### config.mk
export PLATFORM = sky130hd
export DESIGN_NAME = moving_average_filter
export DESIGN_NICKNAME = d
export VERILOG_FILES = /design/src/sv/maf_pkg.sv /design/src/sv/maf_front.sv /design/src/sv/maf_queue.sv /design/src/sv/maf_divider.sv /design/src/sv/moving_average_filter.sv
export SDC_FILE = /design/constraint.sdc
export NUM_CORES = 1
export LEC_CHECK = 0
export BUFFER_PORTS_ARGS = -buffer_cell sky130_fd_sc_hd__clkbuf_2
export CAP_MARGIN = 20
export CORE_ASPECT_RATIO = 1.4
export CORE_MARGIN = 2
export CORE_UTILIZATION = 40
export DETAILED_ROUTE_END_ITERATION = 10
export PLACE_DENSITY = 0.55
export SLEW_MARGIN = 20
export SYNTH_ARGS = -nofsm -noshare
export SYNTH_HDL_FRONTEND = slang
export SYNTH_SLANG_ARGS = --single-unit
### constraint.sdc
create_clock -name clk -period 5.2 [get_ports clk]
set_clock_uncertainty 0.2 [all_clocks]
set_input_delay 0.52 -clock clk [delete_from_list [all_inputs] [get_ports clk]]
set_output_delay 0.52 -clock clk [all_outputs]
set_load 0.005 [all_outputs]
### src/sv/maf_pkg.sv
// Package for the moving average filter: default sizes, register constants
// and the state types of the front end and the divider.
// No dependencies.
package maf_pkg;

  localparam int MAX_WINDOW_DEF  = 64;
  localparam int SAMPLE_BITS_DEF = 16;
  localparam int QUEUE_DEPTH     = 2;

  // Window length register.
  localparam int                         WINDOW_REG_BITS = 7;
  localparam logic [WINDOW_REG_BITS-1:0] WINDOW_RESET    = 7'd20;

  typedef enum logic {
    FR_IDLE,
    FR_CALC
  } front_state_t;

  typedef enum logic [1:0] {
    DV_IDLE,
    DV_RUN,
    DV_DONE
  } div_state_t;

endpackage

### src/sv/maf_front.sv
// Front end of the moving average filter: takes samples, keeps the history
// ring and the running window sum, and queues each sum with its window length.
// Depends on maf_pkg.
module maf_front import maf_pkg::*; #(
  parameter int  MAX_WINDOW  = MAX_WINDOW_DEF,
  parameter int  SAMPLE_BITS = SAMPLE_BITS_DEF,
  localparam int WIN_BITS    = $clog2(MAX_WINDOW + 1),
  localparam int SUM_BITS    = SAMPLE_BITS + $clog2(MAX_WINDOW)
) (
  input  logic                          clk,
  input  logic                          rst_n,
  input  logic                          cfg_we,
  input  logic [WINDOW_REG_BITS-1:0]    cfg_wdata,
  input  logic                          in_valid,
  output logic                          in_stall,
  input  logic signed [SAMPLE_BITS-1:0] in_sample,
  input  logic                          q_full,
  output logic                          q_push,
  output logic signed [SUM_BITS-1:0]    q_sum,
  output logic [WIN_BITS-1:0]           q_win
);

  localparam int PTR_BITS = $clog2(MAX_WINDOW);
  localparam int IDX_BITS = $clog2(2 * MAX_WINDOW);
  localparam int CW       = (WIN_BITS > WINDOW_REG_BITS) ? WIN_BITS : WINDOW_REG_BITS;

  front_state_t                  state_r, state_nxt;
  logic [WINDOW_REG_BITS-1:0]    win_reg_r;
  logic [PTR_BITS-1:0]           ptr_r, ptr_nxt;
  logic [WIN_BITS-1:0]           fill_r, fill_nxt;
  logic signed [SUM_BITS-1:0]    sum_r, sum_nxt;
  logic signed [SAMPLE_BITS-1:0] sample_r;
  logic signed [SAMPLE_BITS-1:0] rd_data_r;
  logic signed [SAMPLE_BITS-1:0] hist_r [MAX_WINDOW];

  logic [CW-1:0]                 win_ext;
  logic [WIN_BITS-1:0]           win_eff;
  logic [IDX_BITS-1:0]           idx_sum;
  logic [IDX_BITS-1:0]           old_idx;
  logic signed [SAMPLE_BITS-1:0] old_smp;
  logic                          acc;
  logic                          hist_we;

  // Zero means a window of one; anything beyond the ring depth saturates.
  always_comb begin
    win_ext = CW'(win_reg_r);
    if (win_ext == '0) begin
      win_eff = WIN_BITS'(1);
    end else if (win_ext > CW'(MAX_WINDOW)) begin
      win_eff = WIN_BITS'(MAX_WINDOW);
    end else begin
      win_eff = WIN_BITS'(win_ext);
    end
  end

  always_comb begin
    idx_sum = IDX_BITS'(ptr_r) + IDX_BITS'(MAX_WINDOW) - IDX_BITS'(win_eff);
    if (idx_sum >= IDX_BITS'(MAX_WINDOW)) begin
      old_idx = idx_sum - IDX_BITS'(MAX_WINDOW);
    end else begin
      old_idx = idx_sum;
    end
  end

  // The leaving sample exists only once a full window has been written since
  // the last clear; before that it counts as zero, so the ring needs no wipe.
  always_comb begin
    old_smp  = (fill_r >= win_eff) ? rd_data_r : '0;
    sum_nxt  = sum_r
             - {{(SUM_BITS-SAMPLE_BITS){old_smp[SAMPLE_BITS-1]}}, old_smp}
             + {{(SUM_BITS-SAMPLE_BITS){sample_r[SAMPLE_BITS-1]}}, sample_r};
    ptr_nxt  = (ptr_r == PTR_BITS'(MAX_WINDOW - 1)) ? '0 : ptr_r + PTR_BITS'(1);
    fill_nxt = (fill_r == WIN_BITS'(MAX_WINDOW)) ? fill_r : fill_r + WIN_BITS'(1);
  end

  always_comb begin
    state_nxt = state_r;
    case (state_r)
      FR_IDLE: begin
        if (acc) begin
          state_nxt = FR_CALC;
        end
      end
      FR_CALC: state_nxt = FR_IDLE;
      default: state_nxt = FR_IDLE;
    endcase
  end

  always_comb begin
    in_stall = (state_r != FR_IDLE) || q_full;
    q_push   = (state_r == FR_CALC);
    hist_we  = (state_r == FR_CALC);
  end

  assign acc   = in_valid && !in_stall;
  assign q_sum = sum_nxt;
  assign q_win = win_eff;

  always_ff @(posedge clk) begin
    if (!rst_n) begin
      state_r   <= FR_IDLE;
      win_reg_r <= WINDOW_RESET;
      ptr_r     <= '0;
      fill_r    <= '0;
      sum_r     <= '0;
    end else begin
      state_r <= state_nxt;
      if (cfg_we) begin
        win_reg_r <= cfg_wdata;
        ptr_r     <= '0;
        fill_r    <= '0;
        sum_r     <= '0;
      end else if (q_push) begin
        ptr_r  <= ptr_nxt;
        fill_r <= fill_nxt;
        sum_r  <= sum_nxt;
      end
    end
  end

  // History ring: the leaving sample is read when the request is taken and
  // the new sample is written in the cycle after, from the FR_CALC state.
  always_ff @(posedge clk) begin
    if (acc) begin
      sample_r  <= in_sample;
      rd_data_r <= hist_r[old_idx[PTR_BITS-1:0]];
    end
    if (hist_we) begin
      hist_r[ptr_r] <= sample_r;
    end
  end

`ifndef SYNTHESIS
  a_no_push_full: assert property (@(posedge clk) disable iff (!rst_n)
    q_push |-> !q_full)
    else $error("front pushed into a full queue");
  a_fill_bound: assert property (@(posedge clk) disable iff (!rst_n)
    fill_r <= WIN_BITS'(MAX_WINDOW))
    else $error("fill count beyond ring depth");
  a_ptr_bound: assert property (@(posedge clk) disable iff (!rst_n)
    ptr_r <= PTR_BITS'(MAX_WINDOW - 1))
    else $error("ring pointer beyond ring depth");
  a_cfg_clear: assert property (@(posedge clk) disable iff (!rst_n)
    cfg_we |=> (sum_r == '0 && fill_r == '0 && ptr_r == '0))
    else $error("window write did not clear the history");
`endif

endmodule

### src/sv/maf_queue.sv
// Short queue between the front end and the divider of the moving average
// filter. Depends on nothing but its parameters.
module maf_queue #(
  parameter int WIDTH = 8,
  parameter int DEPTH = 2
) (
  input  logic             clk,
  input  logic             rst_n,
  input  logic             push,
  input  logic [WIDTH-1:0] push_data,
  output logic             full,
  input  logic             pop,
  output logic [WIDTH-1:0] pop_data,
  output logic             empty
);

  localparam int PTR_BITS = (DEPTH > 1) ? $clog2(DEPTH) : 1;
  localparam int CNT_BITS = $clog2(DEPTH + 1);

  logic [WIDTH-1:0]    mem_r [DEPTH];
  logic [PTR_BITS-1:0] wptr_r;
  logic [PTR_BITS-1:0] rptr_r;
  logic [CNT_BITS-1:0] count_r;

  assign full     = (count_r == CNT_BITS'(DEPTH));
  assign empty    = (count_r == '0);
  assign pop_data = mem_r[rptr_r];

  always_ff @(posedge clk) begin
    if (!rst_n) begin
      wptr_r  <= '0;
      rptr_r  <= '0;
      count_r <= '0;
    end else begin
      if (push) begin
        wptr_r <= (wptr_r == PTR_BITS'(DEPTH - 1)) ? '0 : wptr_r + PTR_BITS'(1);
      end
      if (pop) begin
        rptr_r <= (rptr_r == PTR_BITS'(DEPTH - 1)) ? '0 : rptr_r + PTR_BITS'(1);
      end
      if (push && !pop) begin
        count_r <= count_r + CNT_BITS'(1);
      end else if (pop && !push) begin
        count_r <= count_r - CNT_BITS'(1);
      end
    end
  end

  always_ff @(posedge clk) begin
    if (push) begin
      mem_r[wptr_r] <= push_data;
    end
  end

endmodule

### src/sv/maf_divider.sv
// Back end of the moving average filter: a restoring divider that turns each
// queued window sum into the average, truncated toward zero, plus the output
// register. Depends on maf_pkg.
module maf_divider import maf_pkg::*; #(
  parameter int  MAX_WINDOW  = MAX_WINDOW_DEF,
  parameter int  SAMPLE_BITS = SAMPLE_BITS_DEF,
  localparam int WIN_BITS    = $clog2(MAX_WINDOW + 1),
  localparam int SUM_BITS    = SAMPLE_BITS + $clog2(MAX_WINDOW)
) (
  input  logic                          clk,
  input  logic                          rst_n,
  input  logic                          q_empty,
  input  logic signed [SUM_BITS-1:0]    q_sum,
  input  logic [WIN_BITS-1:0]           q_win,
  output logic                          q_pop,
  output logic                          out_valid,
  input  logic                          out_stall,
  output logic signed [SAMPLE_BITS-1:0] out_average
);

  localparam int CNT_BITS = $clog2(SUM_BITS + 1);

  div_state_t                    state_r, state_nxt;
  logic [CNT_BITS-1:0]           cnt_r;
  logic                          neg_r;
  logic [WIN_BITS-1:0]           div_r;
  logic [WIN_BITS-1:0]           rem_r;
  logic [SUM_BITS-1:0]           quo_r;
  logic                          out_valid_r;
  logic signed [SAMPLE_BITS-1:0] out_average_r;

  logic [SUM_BITS-1:0]           mag;
  logic [WIN_BITS:0]             trial;
  logic [WIN_BITS:0]             diff;
  logic                          ge;
  logic [SUM_BITS-1:0]           res;
  logic                          out_free;
  logic                          load_out;

  // The magnitude of the most negative sum still fits unsigned.
  assign mag = q_sum[SUM_BITS-1] ? SUM_BITS'(-q_sum) : SUM_BITS'(q_sum);

  // One quotient bit per cycle; the dividend shifts out of the top of quo_r
  // as quotient bits shift in at the bottom.
  always_comb begin
    trial = {rem_r, quo_r[SUM_BITS-1]};
    diff  = trial - {1'b0, div_r};
    ge    = (trial >= {1'b0, div_r});
    res   = neg_r ? SUM_BITS'(-quo_r) : quo_r;
  end

  assign out_free = !out_valid_r || !out_stall;

  always_comb begin
    state_nxt = state_r;
    case (state_r)
      DV_IDLE: begin
        if (!q_empty) begin
          state_nxt = DV_RUN;
        end
      end
      DV_RUN: begin
        if (cnt_r == CNT_BITS'(1)) begin
          state_nxt = DV_DONE;
        end
      end
      DV_DONE: begin
        if (out_free) begin
          state_nxt = DV_IDLE;
        end
      end
      default: state_nxt = DV_IDLE;
    endcase
  end

  always_comb begin
    q_pop    = (state_r == DV_IDLE) && !q_empty;
    load_out = (state_r == DV_DONE) && out_free;
  end

  always_ff @(posedge clk) begin
    if (!rst_n) begin
      state_r     <= DV_IDLE;
      cnt_r       <= '0;
      out_valid_r <= 1'b0;
    end else begin
      state_r <= state_nxt;
      if (q_pop) begin
        cnt_r <= CNT_BITS'(SUM_BITS);
      end else if (state_r == DV_RUN) begin
        cnt_r <= cnt_r - CNT_BITS'(1);
      end
      if (load_out) begin
        out_valid_r <= 1'b1;
      end else if (!out_stall) begin
        out_valid_r <= 1'b0;
      end
    end
  end

  always_ff @(posedge clk) begin
    if (q_pop) begin
      neg_r <= q_sum[SUM_BITS-1];
      div_r <= q_win;
      rem_r <= '0;
      quo_r <= mag;
    end else if (state_r == DV_RUN) begin
      rem_r <= ge ? diff[WIN_BITS-1:0] : trial[WIN_BITS-1:0];
      quo_r <= {quo_r[SUM_BITS-2:0], ge};
    end
    if (load_out) begin
      out_average_r <= res[SAMPLE_BITS-1:0];
    end
  end

  assign out_valid   = out_valid_r;
  assign out_average = out_average_r;

`ifndef SYNTHESIS
  a_rem_below_div: assert property (@(posedge clk) disable iff (!rst_n)
    (state_r == DV_RUN || state_r == DV_DONE) |-> rem_r < div_r)
    else $error("divider remainder not below divisor");
  a_div_nonzero: assert property (@(posedge clk) disable iff (!rst_n)
    (state_r == DV_RUN) |-> div_r != '0)
    else $error("divide by zero window");
  a_pop_starts_run: assert property (@(posedge clk) disable iff (!rst_n)
    q_pop |=> (state_r == DV_RUN && cnt_r == CNT_BITS'(SUM_BITS)))
    else $error("divider did not start after taking a sum");
`endif

endmodule

### src/sv/moving_average_filter.sv
// Moving average filter: top level joining front end, queue and divider.
// Depends on maf_pkg, maf_front, maf_queue and maf_divider.
//
// Each accepted sample gives one average: the sum of the last window_length
// samples (zero before the record starts or after a window write) divided by
// window_length, truncated toward zero. The front end handles a sample as a
// memory read, then a sum update and ring write, and takes no new sample
// until both are done or while the queue is full. The sustained rate is set
// by the restoring divider, which spends one cycle per sum bit. A two-entry
// queue lets the front end run ahead of the divider, and the output register
// lets the divider finish while a result waits. Reset and window writes need
// no clearing pass over the history ring; the block is ready in the cycle
// after either. Window 0 acts as 1 and values above MAX_WINDOW act as
// MAX_WINDOW. Write the window only while the block is idle.
module moving_average_filter import maf_pkg::*; #(
  parameter int MAX_WINDOW  = MAX_WINDOW_DEF,
  parameter int SAMPLE_BITS = SAMPLE_BITS_DEF
) (
  input  logic                          clk,
  input  logic                          rst_n,
  input  logic                          cfg_we,
  input  logic [WINDOW_REG_BITS-1:0]    cfg_wdata,
  input  logic                          in_valid,
  output logic                          in_stall,
  input  logic signed [SAMPLE_BITS-1:0] in_sample,
  output logic                          out_valid,
  input  logic                          out_stall,
  output logic signed [SAMPLE_BITS-1:0] out_average
);

  localparam int WIN_BITS = $clog2(MAX_WINDOW + 1);
  localparam int SUM_BITS = SAMPLE_BITS + $clog2(MAX_WINDOW);
  localparam int Q_WIDTH  = SUM_BITS + WIN_BITS;

  logic                       push;
  logic                       pop;
  logic                       q_full;
  logic                       q_empty;
  logic signed [SUM_BITS-1:0] f_sum;
  logic [WIN_BITS-1:0]        f_win;
  logic [Q_WIDTH-1:0]         push_data;
  logic [Q_WIDTH-1:0]         pop_data;

  maf_front #(
    .MAX_WINDOW  (MAX_WINDOW),
    .SAMPLE_BITS (SAMPLE_BITS)
  ) u_front (
    .clk       (clk),
    .rst_n     (rst_n),
    .cfg_we    (cfg_we),
    .cfg_wdata (cfg_wdata),
    .in_valid  (in_valid),
    .in_stall  (in_stall),
    .in_sample (in_sample),
    .q_full    (q_full),
    .q_push    (push),
    .q_sum     (f_sum),
    .q_win     (f_win)
  );

  assign push_data = {f_sum, f_win};

  maf_queue #(
    .WIDTH (Q_WIDTH),
    .DEPTH (QUEUE_DEPTH)
  ) u_queue (
    .clk       (clk),
    .rst_n     (rst_n),
    .push      (push),
    .push_data (push_data),
    .full      (q_full),
    .pop       (pop),
    .pop_data  (pop_data),
    .empty     (q_empty)
  );

  maf_divider #(
    .MAX_WINDOW  (MAX_WINDOW),
    .SAMPLE_BITS (SAMPLE_BITS)
  ) u_divider (
    .clk         (clk),
    .rst_n       (rst_n),
    .q_empty     (q_empty),
    .q_sum       (pop_data[Q_WIDTH-1:WIN_BITS]),
    .q_win       (pop_data[WIN_BITS-1:0]),
    .q_pop       (pop),
    .out_valid   (out_valid),
    .out_stall   (out_stall),
    .out_average (out_average)
  );

endmodule

# Word level (Yosys, flattened, before mapping)
# Memories as Yosys holds them, arrays and structs flattened. A register that Yosys moved wholly into a read port is not among the register bits.
# Index checks and enable logic that the tools add are counted.
[totals]
register_bits = 124
mem_bits_rw = 1082
input_bits = 28
output_inout_bits = 18
word_cells = 102
mem_count = 2
[classes]
addsub = 15
magnitude_cmp = 4
n_eq_ne = 10
n_mux = 28
n_bitwise = 3
n_reduce_logical = 22
[mem_list]
columns = ["memory", "depth", "word_bits", "rd", "rd_clocked_by_memory_dff", "wr", "line_no", "rtl"]
rows = [
  ["u_front.hist_r", 64, 16, 1, 1, 1, "maf_front.sv:34", "logic signed [SAMPLE_BITS-1:0] hist_r [MAX_WINDOW];"],
  ["u_queue.mem_r", 2, 29, 1, 1, 1, "maf_queue.sv:20", "logic [WIDTH-1:0] mem_r [DEPTH];"],
]
[ops]
columns = ["cell", "count"]
rows = [
  ["22-bit 2-to-1 mux", 3],
  ["16-bit 2-to-1 mux", 2],
  ["22-bit adder", 1],
  ["22-bit negation", 1],
  ["22-bit subtractor", 1],
  ["7-bit 2-to-1 mux", 3],
  ["16-bit negation", 1],
  ["7-bit subtractor", 2],
  ["6-bit 2-to-1 mux", 2],
  ["2-bit 2-to-1 mux", 5],
  ["5-bit 2-to-1 mux", 2],
  ["1-bit 2-to-1 mux", 9],
  ["8-bit by 7-bit greater-or-equal comparator with 1-bit output", 1],
  ["6-bit by 7-bit adder with 7-bit output, second input constant", 1],
  ["7-bit by 1-bit adder with 7-bit output, second input constant", 1],
  ["7-bit equality test, second input constant", 1],
  ["7-bit greater-or-equal comparator", 1],
  ["7-bit greater-or-equal comparator, second input constant", 1],
  ["7-bit > comparator, second input constant", 1],
  ["7-bit logical NOT", 1],
  ["6-bit by 1-bit adder with 6-bit output, second input constant", 1],
  ["6-bit equality test, second input constant", 1],
  ["1-bit logical NOT", 6],
  ["2-bit by 1-bit inequality test with 1-bit output, second input constant", 3],
  ["other kinds (19)", 31],
]

# Depth between registers and ports, before layout
# Gate-level depths: netlist of run 1.
[depth]
word_depth = 7
mapped_depth = 23
ltp_nobuf = 22

# Hierarchy
# A second synthesis of run 1 with hierarchy kept.
[hier_totals]
cells_unflattened = 2528
area_unflattened_um2 = 49866.6
[by_module_without_submodules]
columns = ["mod", "instances", "cells_per_inst", "area_per_inst_um2", "seq_area_each_um2"]
rows = [
  ["maf_front", 1, 2084, 44127.3, 32571.2],
  ["maf_divider", 1, 332, 3430.8, 1681.6],
  ["maf_queue", 1, 112, 2308.5, 1841.8],
]

# Worst setup path before layout of run 1
# Ideal clock, no wire load.
[synth_timing]
path_kind = "register to register"
startpoint = "register u_front.win_reg_r[1], in the netlist u_front.win_ext[1]"
endpoint = "register u_front.sum_r[15]"
arrival_time_ps = 4950
t_required_ps = 4878
slack_ps = -72
path_stages_with_launch = 23
n_path_buf = 1
synth_period_minus_slack_ps = 5272
cell_sequence = "dfxtp_1 -> nor3_1 -> a21oi_1 -> nor2_1 -> ha_1 -> nand2b_1 -> a21o_1 -> a21o_1 -> a21o_1 -> a21o_1 -> a211oi_2 -> clkbuf_1 -> nor2_1 -> fa_1 -> inv_1 -> ha_1 -> nand2_1 -> nor3_1 -> o21ai_0 -> o221ai_1 -> or3b_2 -> mux2i_1 -> a311o_1"
[synth_via]
elab_chain_len = 7
elab_cells_between_ends = 8
classes_between = "add/sub (2); order compare (2); mux (3); reduce/logical (1)"
[synth_rtl]
columns = ["item", "line_no", "rtl"]
rows = [
  ["from (decl)", "maf_front.sv:28", "logic [WINDOW_REG_BITS-1:0] win_reg_r;"],
  ["from (signal assigned)", "maf_front.sv:109", "win_reg_r <= cfg_wdata;"],
  ["7-bit > comparator", "maf_front.sv:49", "end else if (win_ext > CW'(MAX_WINDOW)) begin"],
  ["7-bit 2-to-1 mux", "maf_front.sv:49", ""],
  ["7-bit 2-to-1 mux (*)", "maf_front.sv:47", "if (win_ext == '0) begin"],
  ["via f_win[0]", "moving_average_filter.sv:40", "logic [WIN_BITS-1:0] f_win;"],
  ["7-bit greater-or-equal comparator (*)", "maf_front.sv:68", "old_smp = (fill_r >= win_eff) ? rd_data_r : '0;"],
  ["16-bit 2-to-1 mux (*)", "maf_front.sv:68", ""],
  ["22-bit subtractor (*)", "maf_front.sv:70", "- {{(SUM_BITS-SAMPLE_BITS){old_smp[SAMPLE_BITS-1]}}, old_smp}"],
  ["22-bit adder (*)", "maf_front.sv:71", "+ {{(SUM_BITS-SAMPLE_BITS){sample_r[SAMPLE_BITS-1]}}, sample_r};"],
  ["to (signal assigned)", "maf_front.sv:116", "sum_r <= sum_nxt;"],
  ["to (decl)", "maf_front.sv:31", "logic signed [SUM_BITS-1:0] sum_r, sum_nxt;"],
]
# The timed path passes the listed nets; every way through them passes the cells marked *.
# A chain may end at the register's enable or synchronous reset.

# Final worst setup path of run 1
[layout_timing]
startpoint = "register u_front.win_reg_r[3], in the netlist u_front.win_ext[3]"
endpoint = "memory u_queue.mem_r[1][25] in the netlist's numbering (data pin)"
[layout_via]
elab_chain_len = 7
elab_cells_between_ends = 8
classes_between = "add/sub (2); order compare (2); mux (3); reduce/logical (1)"
[layout_rtl]
columns = ["item", "line_no", "rtl"]
rows = [
  ["7-bit > comparator", "maf_front.sv:49", ""],
  ["7-bit 2-to-1 mux", "maf_front.sv:49", ""],
  ["7-bit 2-to-1 mux (*)", "maf_front.sv:47", ""],
  ["via f_win[0]", "moving_average_filter.sv:40", ""],
  ["7-bit greater-or-equal comparator (*)", "maf_front.sv:68", ""],
  ["16-bit 2-to-1 mux (*)", "maf_front.sv:68", ""],
  ["22-bit subtractor (*)", "maf_front.sv:70", ""],
  ["22-bit adder (*)", "maf_front.sv:71", ""],
  ["via f_sum[18]", "moving_average_filter.sv:39", "logic signed [SUM_BITS-1:0] f_sum;"],
  ["to (decl)", "maf_queue.sv:20", ""],
]
# Marks and branches as above.

==> metrics.md, run 1 <==
| Metric | Value |
|---|---|
| Cell area after technology mapping | `0.0498 mm^2` |
| Clock root cell | `clkbuf_16` |
| Worst hold stages | `2` |
| Unrepaired setup endpoints after global routing | `yes` |
| Placement Cell Area | `0.0532 mm^2` |
| Global-route usage over all layers | `18.4%` |
| Clock slew at reported path FFs | `60 ps` |
| Wire per inst | `25.7 um` |
| Startpoint-to-endpoint class of the critical path | `reg -> reg` |
| HPWL after detailed placement | `70.2 mm` |
| Final hold slack | `61.8 ps` |
| I/O Buffers | `45` |
| Fraction of the mapped netlist area in compound gates | `2.12%` |
| Buffer depth of the longest clock path | `3` |
| Total via count after detailed routing | `24300` |
| Remaining max-slew budget at the tightest pin | `25.6%` |
| Ys async rst share | `0%` |
| Clock latency of the later-clocked register in the worst-skew pair | `740 ps` |
| DRT antenna net count | `0` |
| Die height | `422 um` |
| R2R Path End | `u_queue.mem_r[1][25]` |
| Synthesized-area fraction occupied by and/or/nand/nor cells | `3.41%` |
| Area taken by multi-input logic gates | `0.0132 mm^2` |
| Adder-cell share of the synthesized area | `2.18%` |
| Gr ovfl total | `0` |
| Slack of the worst reg-to-reg path | `80 ps` |
| Std-Cell Core Area | `0.124 mm^2` |
| CTS tree | `built` |
| Layout Area Growth over Synthesis | `15.0%` |
| Global-route wire length before repair | `170 mm` |
| DRC marker count from the first detailed-route iteration | `1814` |
| Clock sink count | `1223` |
| Final Hold Fails | `0` |
| Seq cells post-synth | `1223` |
| Element type at the critical path start | `flip-flop` |
| Flip-flop and latch area | `0.0361 mm^2` |
| Count of yosys warnings during synthesis | `0` |
| Category of the worst setup path capture point | `flip-flop` |
| Initial antenna violation count | `0` |
| Hold path start | `rst_n` |
| Die Outline Area | `0.127 mm^2` |
| Maximum frequency from static timing analysis | `195 MHz` |
| Largest driver fanout on the critical path | `5` |
| Worst Hold End | `u_front.win_ext[4]` |
| Number of cells traversed by the worst register-to-register path | `25` |
| Post-synth EDFFs | `1160` |
| Worst Tran Pin Value | `1110 ps` |
| Number of cells produced by synthesis | `2554` |
| Number of buffers created by CTS | `112` |
| Wire length reported by the detailed router | `116 mm` |
| Number of top-level design ports | `46` |
| Utilization after layout | `46.3%` |
| Final setup TNS | `0 ps` |
| Maximum number of pins on one net before global-route repair | `74` |
| Initial Utilization | `40.2%` |
| Mux contribution to synthesized area | `16.6%` |
| Number of max-cap violations | `0` |
| Final slew viol count | `0` |
| Worst min-delay path category | `in -> reg` |
| Post-synthesis area per instance | `19.5 um^2` |
| Total of fill cells in the finished design | `10300` |
| Detailed-route DRC error count | `0` |
| Required time of the critical path | `5480 ps` |
| Final cell count without fillers | `4515` |
| Fraction of the yosys area taken by sequential cells | `72.4%` |
| Portion of the clock cycle consumed by the worst path in the final layout | `98.5%` |
| Deepest level of the CTS H-tree | `3` |
| Final design area excluding fillers | `0.0573 mm^2` |
| Per-cell via count in the routed design | `5.39` |
| Power density relative to cell area | `437 mW/mm^2` |
| Result of the run | `finished, final reports clean` |
| Dominant combinational cell family by area after synthesis | `multiplexers` |
| IR drop worst, VDD | `0.359 mV` |
| Count of different cell masters after synthesis | `75` |
| # rows | `153` |
| Startpoint of the worst register-to-register path | `u_front.win_ext[3]` |
| Placer's final routability congestion estimate | `0.854` |
| Layout cell share with drive strength beyond 1 | `27.1%` |
| Total iterations of the first detailed-routing run | `5` |
| Tmin final | `5120 ps` |
| Final count of negative-setup-slack endpoints | `0` |
| Synthesized netlist net count | `2655` |
| XOR/XNOR Fraction of Synth Area | `1.39%` |
| Net count of the finished layout | `2895` |
| Top flip-flop cell by instance count after synthesis | `edfxtp_1` |
| X dimension of the die | `302 um` |
| Cell leakage power | `18.8 nW` |
| Data arrival, critical path | `5410 ps` |
| Via count of the first global-routing pass | `25600` |
| Number of cells in the design after placement | `4277` |
==> how the worst max path moves through the flow <==
| stage | start | to | slack, ps |
|---|---|---|---|
| floorplan | u_front.win_ext[1] | u_front.sum_r[15] | 10 |
| global placement | u_front.win_ext[1] | u_queue.mem_r[0][25] | -170 |
| detailed placement | u_front.win_ext[1] | u_queue.mem_r[0][25] | -220 |
| CTS | u_front.win_ext[1] | u_queue.mem_r[1][25] | 20 |
| global route | u_front.win_ext[3] | u_queue.mem_r[1][25] | -140 |
| finish | u_front.win_ext[3] | u_queue.mem_r[1][25] | 80 |
==> per-stage QoR <==
step,setup WS (ps),power (mW)
6_report,75.7,25.1
5_1_grt,-145,26.1
4_1_cts,22.8,25.1
3_5_place_dp,-217,17.2
3_3_place_gp,-167,17.0
2_1_floorplan,9.80,15.4
==> routing by layer <==
metal	GRT usage (%)	vias to the layer above	wire, um	share of wire, %
met5	0	-	0	0
met4	6.46	0	3570	3.1
met3	2.15	171	4360	3.8
met2	33.5	558	63400	55
met1	22.2	12900	44800	39
li1	-	10700	-	-
==> cells in the mapped netlist, types with 10 or more instances <==
cell,count,area (um^2)
edfxtp_1,1160,34800
mux4_2,320,7210
nor2_1,134,503
inv_1,110,413
nand2_1,102,383
mux2i_1,94,941
clkbuf_1,68,255
dfxtp_1,63,1260
xnor2_1,51,447
ha_1,50,626
o21ai_0,50,250
a21oi_1,40,200
buf_2,32,160
xor2_1,28,245
fa_1,23,460
nand3_1,21,105
nor2b_1,16,100
nand2b_1,15,93.8
nor3_1,12,60.1
a21o_1,11,82.6
nand4_1,10,62.6
o31ai_1,10,75.1
==> area by class of cell <==
class	count	area share (%)
sequential	1223	63.0
multi-input combinational	1105	23.1
clock buffer	152	5.23
tap	1627	3.55
timing repair buffer	241	3.47
clock inverter	55	0.885
inverter	111	0.727
antenna	1	0.00437
==> what timing repair did <==
item	in CTS	in global routing
endpoints found under the setup margin	18	32
pin swaps	2	25
buffers inserted	2	3
hold buffers	26	0
gates resized for setup	8	52
cloned	0	1
endpoints found under the hold margin	25	0
==> logic make-up (layout without fill, tap and decap cells) <==
logic type,Yosys count,in the layout
muxes,424,424
other,0,1
adders and majority gates,73,73
buffers and inverters,226,559
and+or+nand+nor,364,364
DFF,1223,1223
xor gates and xnor gates,79,79
AOI/OAI and AO/OA,165,165
==> power breakdown <==
| group | switching, mW | internal (mW) | leakage (nW) |
|---|---|---|---|
| Sequential | 0.287 | 11.7 | 11.0 |
| Combinational | 3.00 | 2.17 | 6.14 |
| Clock | 3.57 | 4.34 | 1.70 |
==> layout by cell type (no fill, tap or decap), types with 6 or more instances in the layout <==
master / n
a21o_1: 11
nand3_1: 20
nand2_1: 102
inv_1: 109
nand2b_1: 14
fa_1: 21
o21bai_1: 7
nor3_1: 8
clkbuf_2: 45
xnor2_1: 47
or3_1: 9
a21oi_2: 7
o21ai_1: 7
mux2i_1: 94
ha_1: 45
o31ai_1: 9
buf_4: 148
clkinv_1: 25
nand4_1: 10
mux2_2: 9
o21a_1: 7
buf_12: 15
o21ai_0: 43
bufinv_16: 6
clkbuf_1: 37
edfxtp_1: 1160
dlygate4sd3_1: 26
a21oi_1: 32
clkbuf_16: 114
xor2_1: 25
mux4_2: 320
dfxtp_1: 59
clkinv_2: 17
nor2_1: 111
buf_6: 6
nor2b_1: 16
nor2_2: 18
==> critical path, cell delays in order, from the launching register on <==
cell and delay, ps:
dfxtp_2 330, nor3_2 180, a21oi_1 90, nor2_1 160
ha_1 250, nand2b_4 130, a21o_1 150, a21o_1 150
a21o_1 150, a21o_1 180, a211oi_4 240, buf_6 160
buf_12 130, buf_6 100, nor2_2 40, fa_1 550
inv_2 50, ha_4 260, and3_4 160, and3_4 170
a221oi_2 230, buf_4 180, o41ai_4 60, buf_4 170
a211oi_4 300, xnor2_2 110
==> sequential cells by signal, indices dropped and copies added, names as in the netlist, 16 cells and up, named ones only <==
signal and flops:
u_front.sum_r 22, u_divider.out_average 16, u_queue.mem_r 58, u_front.hist_r 1024, u_divider.quo_r 22, u_front.rd_data_r 16, u_front.sample_r 16
Power figures use the tool's default switching activity.
==> run 2, diff against run 1 <==
- SETUP_SLACK_MARGIN: default -> 0.1
==> run 2 against run 1 <==
Against the previous run: critical path depth is the same; fmax is 0.23% lower; design area rose by 0.71%; register-to-register slack is essentially flat; wire length increased by 0.64%; sequential share of layout area is 0.44 points lower; non-clock buffer count rose by 11; final cell count is 0.38% higher; combinational power increased by 1%; critical path type unchanged; critical endpoint is now u_front.sum_r[21].
==> metrics.md, run 2 (synthesis results as in run 1) <==
| Metric | Value |
|---|---|
| Cell leakage power | `19.0 nW` |
| Remaining max-slew budget at the tightest pin | `26.7%` |
| X dimension of the die | `302 um` |
| Hold path start | `rst_n` |
| Net count of the finished layout | `2908` |
| Global-route usage over all layers | `18.4%` |
| Initial Utilization | `40.2%` |
| IR drop worst, VDD | `0.380 mV` |
| Die height | `422 um` |
| Data arrival, critical path | `5540 ps` |
| Clock latency of the later-clocked register in the worst-skew pair | `730 ps` |
| Area taken by multi-input logic gates | `0.0133 mm^2` |
| Most flops, register | `u_front.hist_r` |
| Clock network fraction of design power | `33.0%` |
| CTS tree | `built` |
| Sequential power share | `46.6%` |
| DRT antenna net count | `0` |
| Deepest level of the CTS H-tree | `3` |
| Worst hold stages | `2` |
| Final Hold Fails | `0` |
| Final count of negative-setup-slack endpoints | `0` |
| Worst Hold End | `u_front.win_ext[4]` |
| # rows | `153` |
| Final slew viol count | `0` |
| Most common cell type on the critical path | `a21o_1` |
| Portion of the clock cycle consumed by the worst path in the final layout | `98.8%` |
| Wire length reported by the detailed router | `117 mm` |
| Switching power of the nets | `6.95 mW` |
| Largest driver fanout on the critical path | `5` |
| Slack of the worst reg-to-reg path | `60 ps` |
| Internal cell power | `18.7 mW` |
| Final setup TNS | `0 ps` |
| Buffer depth of the longest clock path | `3` |
| Maximum frequency from static timing analysis | `195 MHz` |
| Part of the total power dissipated in combinational logic | `20.3%` |
| Clock sink count | `1223` |
| Number of buffers created by CTS | `114` |
| Unrepaired setup endpoints after global routing | `yes` |
| Number of top-level design ports | `46` |
| Startpoint of the worst register-to-register path | `u_front.win_ext[3]` |
| Total via count after detailed routing | `24600` |
| Layout Area Growth over Synthesis | `15.8%` |
| I/O Buffers | `45` |
| Total of fill cells in the finished design | `10200` |
| Power density relative to cell area | `445 mW/mm^2` |
| Largest stage delay on the critical path | `550 ps` |
| Number of cells traversed by the worst register-to-register path | `25` |
| Worst-path cell with the longest stage delay | `fa_1` |
| Category of the worst setup path capture point | `flip-flop` |
| Std-Cell Core Area | `0.124 mm^2` |
| Via count of the first global-routing pass | `25900` |
| Element type at the critical path start | `flip-flop` |
| Most common cell after layout, fill and taps aside | `edfxtp_1` |
| Required time of the critical path | `5600 ps` |
| Placement Cell Area | `0.0532 mm^2` |
| DRC marker count from the first detailed-route iteration | `2099` |
| Die Outline Area | `0.127 mm^2` |
| Commonest cells after routing, fill and taps aside | `edfxtp_1 (1160), mux4_2 (320), buf_4 (162), clkbuf_16 (117), nor2_1 (111)` |
| Global-route wire length before repair | `171 mm` |
| Detailed-route DRC error count | `0` |
| Biggest regs | `u_front.hist_r x1024, u_queue.mem_r x58` |
| Per-cell via count in the routed design | `5.42` |
| HPWL after detailed placement | `71.0 mm` |
| Utilization after layout | `46.6%` |
| Flip-flop and latch area | `0.0361 mm^2` |
| Placer's final routability congestion estimate | `0.865` |
| Total iterations of the first detailed-routing run | `5` |
| Clock root cell | `clkbuf_16` |
| Worst min-delay path category | `in -> reg` |
| Startpoint-to-endpoint class of the critical path | `reg -> reg` |
| Worst Tran Pin Value | `1100 ps` |
| Number of flip-flops in the largest register | `1024` |
| Switching part of the total power | `27.0%` |
| Gr ovfl total | `0` |
| Number of max-cap violations | `0` |
| Clock slew at reported path FFs | `70 ps` |
| Result of the run | `finished, final reports clean` |
| Wire per inst | `25.8 um` |
| N_diodes | `0` |
| Layout cell share with drive strength beyond 1 | `28.5%` |
| Initial antenna violation count | `0` |
| Final design area excluding fillers | `0.0577 mm^2` |
| Tmin final | `5140 ps` |
| R2R Path End | `u_front.sum_r[21]` |
| Final hold slack | `40.3 ps` |
| Maximum number of pins on one net before global-route repair | `66` |
run 2: what timing repair did:
action / CTS / global route
gates resized for setup: 19 / 59
pin swaps: 1 / 27
setup buffers: 1 / 7
hold buffers: 26 / 0
endpoints found under the hold margin: 25 / 0
setup endpoints to repair: 23 / 35
gates cloned: 0 / 1
run 2: layout make-up:
class                   count  area share, %
well taps                1627           3.53
multi-input cells        1105           23.0
clock inverters            66           1.25
inverters                 111          0.722
flip-flops and latches   1223           62.6
clock buffers             148           5.33
repair buffers            252           3.55
run 2: how the worst max path moves through the flow:
| stage | from | end | slack [ps] | cells past startpoint |
|---|---|---|---|---|
| floorplan | u_front.win_ext[1] | u_front.sum_r[15] | 100 | 22 |
| global placement | u_front.win_ext[1] | u_queue.mem_r[0][25] | -150 | 24 |
| detailed placement | u_front.win_ext[1] | u_queue.mem_r[1][25] | -220 | 24 |
| CTS | u_front.win_ext[1] | u_queue.mem_r[0][25] | 90 | 24 |
| global route | u_front.win_ext[3] | u_front.sum_r[21] | -130 | 25 |
| finish | u_front.win_ext[3] | u_front.sum_r[21] | 60 | 25 |
run 2: critical path, delay by kind of cell (launching register included):
kind	cells	cell delay, ps
buffers and inverters	6	700
flip-flops	1	330
AND/OR/NAND/NOR	7	1160
AO/OA/AOI/OAI	9	1560
adder cells (fa/ha/maj)	3	1080
run 2: power by group through the flow:
stage | clock network (mW) | logic, mW | registers [mW]
after floorplan | 0 | 3.14 | 12.2
after global placement | 0 | 4.82 | 12.2
after detailed placement | 0 | 4.95 | 12.2
after CTS | 8.70 | 5.05 | 12.0
after global routing | 9.06 | 5.67 | 12.0
final | 8.49 | 5.23 | 12.0
run 2: metal layers:
layer	routed length, um	vias up	global-route usage (%)	share of wire [%]
met5	0	-	0	0
met4	3740	0	6.36	3.2
met3	5490	160	2.68	4.7
met2	62900	614	33.0	54
met1	44700	13100	22.4	38
li1	-	10700	-	-
run 2: through the flow:
step	cells	power (mW)	setup WS (ps)
floorplan	2554	15.4	102
global placement	4282	17.0	-150
detailed placement	4283	17.1	-222
CTS	4524	25.7	94.2
global route	4532	26.7	-134
finish	4532	25.7	64.1
==> run 3, diff against run 2 <==
- PLACE_DENSITY: 0.55 -> 0.59
==> run 3 against run 2 <==
Against the previous run: design area fell by 0.16%; setup slack improved by 140 ps; sequential share of layout area is 0.10 points higher; clock-buffer cell count down 7; critical path depth is the same; wire length shrank 4.2%; fmax increased by 2.7%; via count decreased by 1.2%; first-iteration DRC count decreased by 7.1%.
==> metrics.md, run 3 (synthesis results as in run 1) <==
| Metric | Value |
|---|---|
| Gr ovfl total | `0` |
| Initial antenna violation count | `0` |
| Final Hold Fails | `0` |
| Initial Utilization | `40.2%` |
| Total via count after detailed routing | `24300` |
| Die Outline Area | `0.127 mm^2` |
| Startpoint-to-endpoint class of the critical path | `reg -> reg` |
| Worst Setup Slack post-DPL | `-156 ps` |
| Worst hold stages | `2` |
| IR drop worst, VDD | `0.286 mV` |
| Startpoint of the worst register-to-register path | `u_front.win_ext[3]` |
| X dimension of the die | `302 um` |
| Worst Hold End | `u_front.win_ext[2]` |
| Clock slew at reported path FFs | `60 ps` |
| Power density relative to cell area | `441 mW/mm^2` |
| Die height | `422 um` |
| Worst min-delay path category | `in -> reg` |
| Flip-flop and latch area | `0.0361 mm^2` |
| DRT antenna net count | `0` |
| Utilization after layout | `46.5%` |
| Final count of negative-setup-slack endpoints | `0` |
| Clock latency of the later-clocked register in the worst-skew pair | `720 ps` |
| Most common cell after layout, fill and taps aside | `edfxtp_1` |
| Unrepaired setup endpoints after global routing | `yes` |
| Global-route usage over all layers | `17.7%` |
| Placement Cell Area | `0.0533 mm^2` |
| Clock root cell | `clkbuf_16` |
| CTS tree | `built` |
| Portion of the clock cycle consumed by the worst path in the final layout | `96.1%` |
| Total iterations of the first detailed-routing run | `5` |
| Final design area excluding fillers | `0.0576 mm^2` |
| Cell leakage power | `19.0 nW` |
| Final slew viol count | `0` |
| Remaining max-slew budget at the tightest pin | `25.9%` |
| Per-cell via count in the routed design | `5.35` |
| Net count of the finished layout | `2912` |
| Hold path start | `rst_n` |
| Largest driver fanout on the critical path | `4` |
| DRC marker count from the first detailed-route iteration | `1951` |
| Placer's final routability congestion estimate | `0.856` |
| Detailed-route DRC error count | `0` |
| Buffer depth of the longest clock path | `3` |
| Area taken by multi-input logic gates | `0.0132 mm^2` |
| Clock sink count | `1223` |
| Global-route wire length before repair | `166 mm` |
| Maximum number of pins on one net before global-route repair | `66` |
| Wire per inst | `24.7 um` |
| Deepest level of the CTS H-tree | `3` |
| Worst Tran Pin Value | `1110 ps` |
| Category of the worst setup path capture point | `flip-flop` |
| Number of top-level design ports | `46` |
| R2R Path End | `u_front.sum_r[18]` |
| Std-Cell Core Area | `0.124 mm^2` |
| Setup slack of the critical path after layout | `201 ps` |
| Element type at the critical path start | `flip-flop` |
| Maximum frequency from static timing analysis | `200 MHz` |
| Wire length reported by the detailed router | `112 mm` |
| Tmin final | `5000 ps` |
| Critical path launch point | `u_front.win_ext[3]` |
| Via count of the first global-routing pass | `25700` |
| Commonest cells after routing, fill and taps aside | `edfxtp_1 (1160), mux4_2 (320), buf_4 (167), nor2_1 (127), clkbuf_16 (110)` |
| HPWL after detailed placement | `69.8 mm` |
| Slack of the worst reg-to-reg path | `200 ps` |
| Layout Area Growth over Synthesis | `15.6%` |
| Required time of the critical path | `5650 ps` |
| Number of buffers created by CTS | `110` |
| Number of flip-flops in the largest register | `1024` |
| Data arrival, critical path | `5450 ps` |
| Number of cells traversed by the worst register-to-register path | `25` |
| Total of fill cells in the finished design | `10200` |
| Most flops, register | `u_front.hist_r` |
| Number of max-cap violations | `0` |
| Biggest regs | `u_front.hist_r x1024, u_queue.mem_r x58` |
| # rows | `153` |
| I/O Buffers | `45` |
| Layout cell share with drive strength beyond 1 | `28.1%` |
| Result of the run | `finished, final reports clean` |
| Final hold slack | `51.6 ps` |
[run 3: changes by cell type in the layout (fill, tap and decap cells not counted), moves of 5 or more]
cell and delta:
nor2_1 +16, nor2_2 -14, clkinv_2 +10, clkinv_1 -9, clkbuf_16 -7, a21oi_1 +6, buf_12 +6, buf_4 +5
[run 3: stage by stage]
stage          total power, mW  std cells  TNS [ps]
2_1_floorplan             15.4       2554         0
3_3_place_gp              17.0       4294      -101
3_5_place_dp              17.2       4294      -952
4_1_cts                   25.6       4531         0
5_1_grt                   26.5       4534      -152
6_report                  25.4       4535         0
[run 3: area by class of cell]
cell class                      count  share of cell area, %
Clock buffer                      141                   5.09
Antenna cell                        1                0.00434
Inverter                          111                  0.723
Timing Repair Buffer              260                   3.75
Clock inverter                     67                   1.36
Tap cell                         1627                   3.53
Multi-Input combinational cell   1105                   22.9
Sequential cell                  1223                   62.7
[run 3: power breakdown]
group / total (mW) / internal, mW / leakage, nW / switching [mW]
clock: 8.29 / 4.67 / 1.81 / 3.62
combinational: 5.16 / 2.17 / 6.24 / 2.98
sequential: 12.0 / 11.7 / 11.0 / 0.266
[run 3: metal layers]
metal  part of all wire (%)  global-route usage, %  wire [um]  vias to the layer above
li1                       -                      -          -                    10700
met4                    3.7                   7.10       4130                        0
met1                     40                   21.9      44300                    12900
met2                     53                   31.3      58900                      529
met3                    4.1                   2.36       4550                      164
met5                      0                      0          0                        -
[run 3: worst max path at each step]
stage / endpoint / slack [ps]
after detailed placement: u_queue.mem_r[1][25] / -160
final: u_front.sum_r[18] / 200
after floorplan: u_front.sum_r[15] / 100
after CTS: u_front.sum_r[21] / 90
after global placement: u_queue.mem_r[0][25] / -50
after global routing: u_queue.mem_r[0][25] / -50
[run 3: what timing repair did]
item | in CTS | in global routing
gates cloned | 0 | 0
endpoints found under the hold margin | 25 | 0
setup endpoints to repair | 22 | 33
gates resized for setup | 39 | 25
pin swaps | 17 | 10
setup buffers | 3 | 3
hold buffers | 26 | 0
[run 3: worst max-delay path, stage by stage (launching register included)]
cell and delay [ps]:
dfxtp_2 340, nor3_4 180, a21oi_2 80, nor2_2 110, ha_1 240, nand2b_4 130
a21o_1 150, a21o_1 150, a21o_1 160, a21o_1 180, a211oi_4 260, buf_12 160
buf_8 100, nor2_4 30, fa_1 570, inv_2 50, ha_4 270, and3_4 190
and3_1 170, a221oi_2 60, buf_4 150, o41ai_2 300, buf_4 200, a211oi_4 80
or3_1 350, nand3_1 70
